File: config.mk
export PLATFORM = sky130hd
export DESIGN_NAME = modular_exponentiation_unit
export DESIGN_NICKNAME = d
export VERILOG_FILES = /design/src/rtl/meu_pkg.sv /design/src/rtl/modular_exponentiation_unit.sv
export VERILOG_INCLUDE_DIRS = /design/src /design/src/rtl
export SDC_FILE = /design/constraint.sdc
export NUM_CORES = 1
export LEC_CHECK = 0
export BUFFER_PORTS_ARGS = -buffer_cell sky130_fd_sc_hd__clkbuf_2
export CAP_MARGIN = 20
export CORE_ASPECT_RATIO = 1.5
export CORE_MARGIN = 4
export CORE_UTILIZATION = 55
export CTS_BUF_LIST = sky130_fd_sc_hd__clkbuf_2
export CTS_CLUSTER_DIAMETER = 150
export DETAILED_ROUTE_END_ITERATION = 12
export PLACE_DENSITY = 0.74
export SLEW_MARGIN = 20
export SYNTH_ARGS = -nofsm -noshare
export SYNTH_HDL_FRONTEND = slang
export SYNTH_SLANG_ARGS = --single-unit
File: constraint.sdc
create_clock -name clk -period 7.2 [get_ports clk]
set_input_delay 1.44 -clock clk [delete_from_list [all_inputs] [get_ports clk]]
set_output_delay 1.44 -clock clk [all_outputs]
set_load 0.02 [all_outputs]
File: src/rtl/modular_exponentiation_unit_defines.svh
// Assertion macros for the modular exponentiation unit.
`ifndef MODULAR_EXPONENTIATION_UNIT_DEFINES_SVH
`define MODULAR_EXPONENTIATION_UNIT_DEFINES_SVH

// Same-cycle implication, sampled on clk, idle in reset.
`define MEU_ASSERT_NOW(label, ante, cons, msg) \
	label: assert property (@(posedge clk) disable iff (!arst_n) (ante) |-> (cons)) \
		else $error(msg);

// Next-cycle implication, sampled on clk, idle in reset.
`define MEU_ASSERT_NEXT(label, ante, cons, msg) \
	label: assert property (@(posedge clk) disable iff (!arst_n) (ante) |=> (cons)) \
		else $error(msg);

`endif

File: src/rtl/meu_pkg.sv
`timescale 1ns / 1ps

package meu_pkg;

	localparam int MOD_WIDTH_DEF = 31;
	localparam int EXP_WIDTH_DEF = 32;

endpackage

File: src/rtl/modular_exponentiation_unit.sv
// Each item takes a reduction of the base, then a square per exponent bit and a multiply per set
// exponent bit; an exponent or modulus of zero goes straight to the finish state.
// One item in flight; the next is taken only once the sequencer is back in idle. The sequencer
// drives the bit-serial shift-add-reduce multiplier, one multiplier bit a cycle.
// A finished result waits in the output register while the next item is taken.
// Reset (arst_n, asynchronous) returns the sequencer to idle and drops out_valid.
`timescale 1ns / 1ps
`include "modular_exponentiation_unit_defines.svh"

module modular_exponentiation_unit #(
	parameter int MOD_WIDTH = meu_pkg::MOD_WIDTH_DEF,
	parameter int EXP_WIDTH = meu_pkg::EXP_WIDTH_DEF
) (
	input  logic                 clk,
	input  logic                 arst_n,
	input  logic                 in_valid,
	output logic                 in_ready,
	input  logic [MOD_WIDTH-1:0] base_value,
	input  logic [EXP_WIDTH-1:0] exponent,
	input  logic [MOD_WIDTH-1:0] modulus,
	output logic                 out_valid,
	input  logic                 out_ready,
	output logic [MOD_WIDTH-1:0] power_result
);

	import meu_pkg::*;

	localparam int CW = $clog2(MOD_WIDTH);

	typedef enum logic [2:0] {
		ST_IDLE,
		ST_REDUCE,
		ST_MUL,
		ST_SQR,
		ST_FINISH
	} state_t;

	state_t               state_q;
	logic [CW-1:0]        cnt_q;
	logic [MOD_WIDTH-1:0] m_q;
	logic [MOD_WIDTH-1:0] b_q;
	logic [MOD_WIDTH-1:0] acc_q;
	logic [EXP_WIDTH-1:0] e_q;
	logic [MOD_WIDTH-1:0] r_q;
	logic [MOD_WIDTH-1:0] sh_q;
	logic [MOD_WIDTH-1:0] mcand_q;
	logic [MOD_WIDTH-1:0] res_q;

	logic                 running;
	logic                 last_step;
	logic [MOD_WIDTH+1:0] sum;
	logic [MOD_WIDTH+1:0] m1;
	logic [MOD_WIDTH+1:0] m2;
	logic [MOD_WIDTH-1:0] r_next;
	logic [MOD_WIDTH-1:0] nb;
	logic [MOD_WIDTH-1:0] na;
	logic [EXP_WIDTH-1:0] ne;

	assign in_ready  = (state_q == ST_IDLE);
	assign running   = (state_q == ST_REDUCE) || (state_q == ST_MUL) || (state_q == ST_SQR);
	assign last_step = running && (cnt_q == '0);

	// Double, add the selected multiplicand, reduce by at most two moduli.
	always_comb begin
		m1  = {2'b00, m_q};
		m2  = {1'b0, m_q, 1'b0};
		sum = {1'b0, r_q, 1'b0} + (sh_q[MOD_WIDTH-1] ? {2'b00, mcand_q} : '0);
		if (sum >= m2) begin
			r_next = MOD_WIDTH'(sum - m2);
		end else if (sum >= m1) begin
			r_next = MOD_WIDTH'(sum - m1);
		end else begin
			r_next = MOD_WIDTH'(sum);
		end
	end

	always_comb begin
		nb = (state_q == ST_MUL) ? b_q : r_next;
		na = (state_q == ST_MUL) ? r_next : acc_q;
		ne = (state_q == ST_SQR) ? (e_q >> 1) : e_q;
	end

	always_ff @(posedge clk or negedge arst_n) begin
		if (!arst_n) begin
			state_q      <= ST_IDLE;
			cnt_q        <= '0;
			out_valid    <= 1'b0;
			power_result <= '0;
		end else begin
			if (out_valid && out_ready && state_q != ST_FINISH) begin
				out_valid <= 1'b0;
			end
			case (state_q)
				ST_IDLE: begin
					if (in_valid) begin
						cnt_q <= CW'(MOD_WIDTH - 1);
						if (exponent == '0 || modulus == '0) begin
							state_q <= ST_FINISH;
						end else begin
							state_q <= ST_REDUCE;
						end
					end
				end
				ST_REDUCE, ST_MUL, ST_SQR: begin
					if (last_step) begin
						cnt_q <= CW'(MOD_WIDTH - 1);
						if (state_q == ST_MUL) begin
							state_q <= ST_SQR;
						end else if (ne == '0) begin
							state_q <= ST_FINISH;
						end else if (ne[0]) begin
							state_q <= ST_MUL;
						end else begin
							state_q <= ST_SQR;
						end
					end else begin
						cnt_q <= cnt_q - 1'b1;
					end
				end
				ST_FINISH: begin
					if (!out_valid || out_ready) begin
						power_result <= res_q;
						out_valid    <= 1'b1;
						state_q      <= ST_IDLE;
					end
				end
				default: begin
					state_q <= ST_IDLE;
				end
			endcase
		end
	end

	always_ff @(posedge clk) begin
		if (in_valid && in_ready) begin
			m_q     <= modulus;
			e_q     <= exponent;
			acc_q   <= (modulus == MOD_WIDTH'(1)) ? '0 : MOD_WIDTH'(1);
			r_q     <= '0;
			sh_q    <= base_value;
			mcand_q <= MOD_WIDTH'(1);
			if (exponent == '0) begin
				res_q <= MOD_WIDTH'(1);
			end else begin
				res_q <= '0;
			end
		end else if (running) begin
			if (last_step) begin
				b_q   <= nb;
				acc_q <= na;
				e_q   <= ne;
				r_q   <= '0;
				if (state_q == ST_MUL || ne[0] == 1'b0) begin
					sh_q <= nb;
				end else begin
					sh_q <= na;
				end
				mcand_q <= nb;
				res_q   <= na;
			end else begin
				r_q  <= r_next;
				sh_q <= {sh_q[MOD_WIDTH-2:0], 1'b0};
			end
		end
	end

	`MEU_ASSERT_NOW(a_operands_reduced, (state_q == ST_MUL || state_q == ST_SQR), (b_q < m_q && acc_q < m_q), "operand not reduced below modulus")
	`MEU_ASSERT_NOW(a_partial_reduced, running, (r_q < m_q), "partial product not reduced below modulus")
	`MEU_ASSERT_NEXT(a_step_holds, (running && cnt_q != '0), (state_q == $past(state_q)), "multiply left before its last bit")
	`MEU_ASSERT_NEXT(a_trivial_finish, (in_valid && in_ready && exponent == '0), (state_q == ST_FINISH && res_q == MOD_WIDTH'(1)), "zero exponent did not give one")

endmodule
# == Yosys cells after proc, flatten, opt, wreduce, memory -nomap -nowiden ==
# Cells that the tools add are included.
# W data, S select, Z words.
# totals
ff_bits,289
in_bits,98
out_inout_bits,33
# classes
addsub,4
n_lt_le_gt_ge,2
n_eq_ne,9
muxes,34
n_bitwise,2
n_reduce_logical,25
# ops
cell,n
$mux W31,14
$mux W32,4
$logic_not A32 Y1,2
$sub A31 B31 Y31,2
$add A32 B31 Y33,1
$ge A33 B31 Y1,1
$ge A33 B32 Y1,1
$eq A31 B1 Y1 const B,1
$logic_not A31 Y1,1
$mux W3,6
$mux W5,2
$pmux W5 S2,1
$pmux W3 S3,1
$reduce_and A2 Y1,4
$eq A3 B2 Y1 const B,2
$mux W1,6
$ne A2 B2 Y1 const B,3
$reduce_and A3 Y1,2
$reduce_bool A2 Y1,3
$logic_not A5 Y1,1
$logic_or A1 B1 Y1,5
$sub A5 B1 Y5 const B,1
$logic_and A1 B1 Y1,4
$eq A3 B1 Y1 const B,1
6 further kinds,7

# == Logic depth before layout (Yosys ltp) ==
# depth
ltp_word,10
depth_mapped,25

# == Least setup slack after synthesis ==
# OpenSTA, ideal clock, no wires.
# synth_timing
path_kind,reg2reg
from,reg sh_q[30]
to,"reg b_q[15], data pin"
setup_ns,0.269
arrival_ns,5.158
required_ns,6.931
path_slack_ns,1.773
stages_incl_launch_ff,24
period_less_slack_ns,5.427
path_cell_list,edfxtp_1 > clkbuf_1 > and2_1 > ha_1 > fa_1 > a21o_1 > a221o_1 > a21oi_1 > nand3_1 > a31oi_1 > xnor2_1 > ha_1 > clkbuf_1 > nand3_1 > or4b_1 > nor3_1 > nor2_1 > and2_1 > buf_1 > nand3_2 > buf_2 > mux2_2 > a21oi_1 > o21ai_0
# synth_between
elab_chain_len,6
# synth_rtl
element,line_no,rtl
from (decl),modular_exponentiation_unit.sv:45,logic [MOD_WIDTH-1:0] sh_q;
from (signal assigned),modular_exponentiation_unit.sv:140,sh_q <= base_value;
from (signal assigned),modular_exponentiation_unit.sv:154,sh_q <= nb;
from (signal assigned),modular_exponentiation_unit.sv:156,sh_q <= na;
$mux W31 *,modular_exponentiation_unit.sv:67,"sum = {1'b0, r_q, 1'b0} + (sh_q[MOD_WIDTH-1] ? {2'b00, mcand_q} : '0);"
$add A32 B31 Y33 *,modular_exponentiation_unit.sv:67,
$sub A31 B31 Y31 / $ge A33 B31 Y1 (equally long branches),"modular_exponentiation_unit.sv:71, modular_exponentiation_unit.sv:70",
$mux W31,modular_exponentiation_unit.sv:70,end else if (sum >= m1) begin
$mux W31 *,modular_exponentiation_unit.sv:68,if (sum >= m2) begin
$mux W31 *,modular_exponentiation_unit.sv:78,nb = (state_q == ST_MUL) ? b_q : r_next;
via nb[15],modular_exponentiation_unit.sv:55,logic [MOD_WIDTH-1:0] nb;
to (signal assigned),modular_exponentiation_unit.sv:149,b_q <= nb;
to (decl),modular_exponentiation_unit.sv:41,logic [MOD_WIDTH-1:0] b_q;
# Mark *: on every way through the listed nets, which the timed path passes. The rest lies on a longest branch.
# A chain may end at the register's enable or synchronous reset.

# == Worst setup path in the final report ==
# layout_timing
from,reg sh_q[30]
to,"reg b_q[27], data pin"
# The elaborated chain is that of the path after synthesis.

==> impl_metrics.toml <==
[global_routing]
grt_max_degree = 83
grt_overflow = 0
grt_first_pass_wirelength_um = 81000
gr-usage-all-layers = 0.304
antenna_found_initial = 1
first_global_vias = 14814

[clock_network]
clkSinkCount = 259
cts_tree = "yes"
cts_made_buffers = 61
clk_latency_ns = 0.95
post_cts_resized = 0
cts_max_path_buffers = 3
cts.clk_slew.worst_paths_ns = 0.12
root_buffer = "clkbuf_2"
cts_setup_buffers = 0
htree_levels = 2
hold_buffers = 0

[detailed_routing]
vias = 15443
drt-initial-drc-count = 1439
routedWlPerCell_um = 21.7
via_per_inst = 6.36
drc = 0
drt_wl_total_um = 52600
dr.pass1.iters = 5
ant_nets = 0

[layout]
fillers = 2635
post-route-util = 0.617
area_delta_synth_final_pct = 10.3
final_nets = 2169
drive_gt1_frac = 0.170

[logic_synthesis]
synth_ff_type = "edfxtp_1"
synth_commonest_cells = "nand2_1 (196), o21ai_0 (172), edfxtp_1 (157)"
postSynth.asyncResetShare = 0.154
synth.most_common_cell = "nand2_1"
synth.avg_cell_area_um2 = 9.27
synth_cell_types = 90
syn_area_mm2 = 0.0170
syn_inst = 1833
synth.top_cell.area_share = 0.277
ys_seq_area_frac = 0.409
synth_top_area_cell = "edfxtp_1"
synth-seq-cells = 259
synth_area_leaders = "edfxtp_1 (28%), dfxtp_1 (7.3%), ha_1 (6.8%)"
syn_nets = 2027
yosys_warnings = 0
synth_edf_count = 157

[timing]
min_period_ns = 6.70
worst_pin_slew_ns = 0.979
skew_ns = 0.0878
hold_viol = 0
maxSlewHeadroom = 0.348
hold_slack_ns = 0.474
post-route-period-util = 0.931
drv_slew = 0
rsz0062_at_grt = "false"
setup_viol = 0
fmax_ghz = 0.149
setup_tns_ns = 0

[worst_setup_path]
critPathTopFamily = "compound AO/OA/AOI/OAI gates"
cpMostUsedCell = "and2_1"
cpPeakStageDelay_ns = 0.62
crit_type = "reg -> reg"
critPathBufInv = 2
worstSetupEndpointType = "register"
cp_cell_sequence = "buf_4 -> and2_1 -> ha_1 -> fa_1 -> a21o_1 -> a221o_1 -> a211oi_2 -> a21oi_2 -> a21o_1 -> a21oi_1 -> xnor2_1 -> ha_1 -> a21oi_1 -> nor2b_1 -> o21ai_0 -> nand2b_1 -> o21ai_0 -> and2_1 -> nand3_2 -> buf_12 -> a221oi_1 -> nand2_1 -> and2_1"
worst-path-max-fanout = 21
worst-endpoint-arrival_ns = 7.39
critical_path_required_ns = 7.88
critical_path.startpoint_type = "register"
cpMaxStageDelayCell = "edfxtp_1"

[placed_design]
place.gp.congestion = 0.990
placement.io_buffers = 130
hpwlAfterDp_um = 39100

[floorplan]
fp-row-count = 78
dieArea_mm2 = 0.0338
die_h_um = 223
fp.dieW_um = 152
ios = 131
core-area_mm2 = 0.0304
initial_utilization = 0.560

[pwr]
p_per_area_mw_per_mm2 = 140
leakagePower_nw = 7.88
ir_drop_uv = 90.5

[outcome]
status = "finished clean"

[worst_hold_path]
worstHoldPathType = "reg -> reg"

[run]
maxCapViolCount = 0
cells by family after synthesis:
| logic type | count (synthesis) | share of synthesized area |
|---|---|---|
| AO/OA/AOI/OAI | 623 | 0.240 |
| XOR/XNOR | 71 | 0.0366 |
| multiplexers | 81 | 0.0509 |
| flip-flops | 259 | 0.409 |
| AND/OR/NAND/NOR | 547 | 0.154 |
| adder cells (fa/ha/maj) | 96 | 0.0720 |
| buffers and inverters | 156 | 0.0369 |
worst register-to-register path: stages, from the launching register on:
cell	delay (ns)
edfxtp_1	0.62
buf_4	0.29
and2_1	0.18
ha_1	0.21
fa_1	0.41
a21o_1	0.22
a221o_1	0.37
a211oi_2	0.33
a21oi_2	0.16
a21o_1	0.22
a21oi_1	0.17
xnor2_1	0.14
ha_1	0.30
a21oi_1	0.26
nor2b_1	0.11
o21ai_0	0.16
nand2b_1	0.11
o21ai_0	0.49
and2_1	0.42
nand3_2	0.15
buf_12	0.22
a221oi_1	0.61
nand2_1	0.14
and2_1	0.16
where the power goes:
part / switching (mW) / total (mW) / internal, mW
clock network: 0.609 / 1.02 / 0.412
registers: 0.0000000000000000130 / 1.56 / 1.56
logic: 0.0192 / 0.0393 / 0.0202
total: 0.628 / 2.62 / 1.99
flip-flops by register name (all words and copies together), names as in the netlist, 3 cells and up:
signal,flops
b_q,31
cnt_q,5
e_q,32
m_q,31
mcand_q,31
power_result,31
r_q,31
res_q,31
sh_q,31
state_q,3
metrics by stage:
step | power, mW | std cells | worst slack (ns) | cell area (um2)
3_5_place_dp | 1.63 | 2311 | 0.648 | 18100
3_3_place_gp | 1.63 | 2311 | 0.782 | 18100
2_1_floorplan | 1.59 | 1833 | 1.77 | 17000
6_report | 2.62 | 2427 | 0.498 | 18700
5_1_grt | 2.74 | 2426 | 0.0383 | 18700
4_1_cts | 2.64 | 2424 | 0.594 | 18700
cell usage in the layout, fill, tap and decap left out, types with 52 or more instances in the layout:
cell	Yosys	layout
ha_1	93	93
nand2_1	196	196
inv_1	58	56
o21ai_0	172	172
edfxtp_1	157	157
a21oi_1	148	148
clkbuf_2	1	220
nand3_1	52	52
dfxtp_1	62	62
nor2_1	99	97
path summary, 6_finish.rpt:
check | start | endpoint | slack [ns] | cells after the start
worst min-delay path | r_q[16] | r_q[16] | 0.47 | 2
max in group asynchronous | arst_n | power_result[15] | 5.89 | 1
min in group asynchronous | arst_n | power_result[6] | 0.64 | 1
worst min register to register | r_q[16] | r_q[16] | 0.47 | 2
worst max register to register | sh_q[30] | b_q[27] | 0.50 | 23
worst max-delay path | sh_q[30] | b_q[27] | 0.50 | 23
layer usage:
metal / global-route usage / vias up / wire (um)
met3: 0.0382 / 146 / 3760
li1: - / 7252 / -
met5: 0 / - / 0
met1: 0.392 / 7317 / 20800
met4: 0.123 / 0 / 2240
met2: 0.515 / 728 / 25800
cell type report:
type | count | area [um2] | share of cell area
clock buffer | 91 | 455 | 0.0243
antenna | 2 | 5.00 | 0.000267
clock inverter | 22 | 144 | 0.00768
multi-input combinational | 1418 | 9440 | 0.504
tap | 400 | 500 | 0.0267
timing repair buffer | 175 | 1010 | 0.0541
sequential | 259 | 6960 | 0.371
inverter | 60 | 228 | 0.0122
No activity file was read; power rests on OpenSTA's default activity.
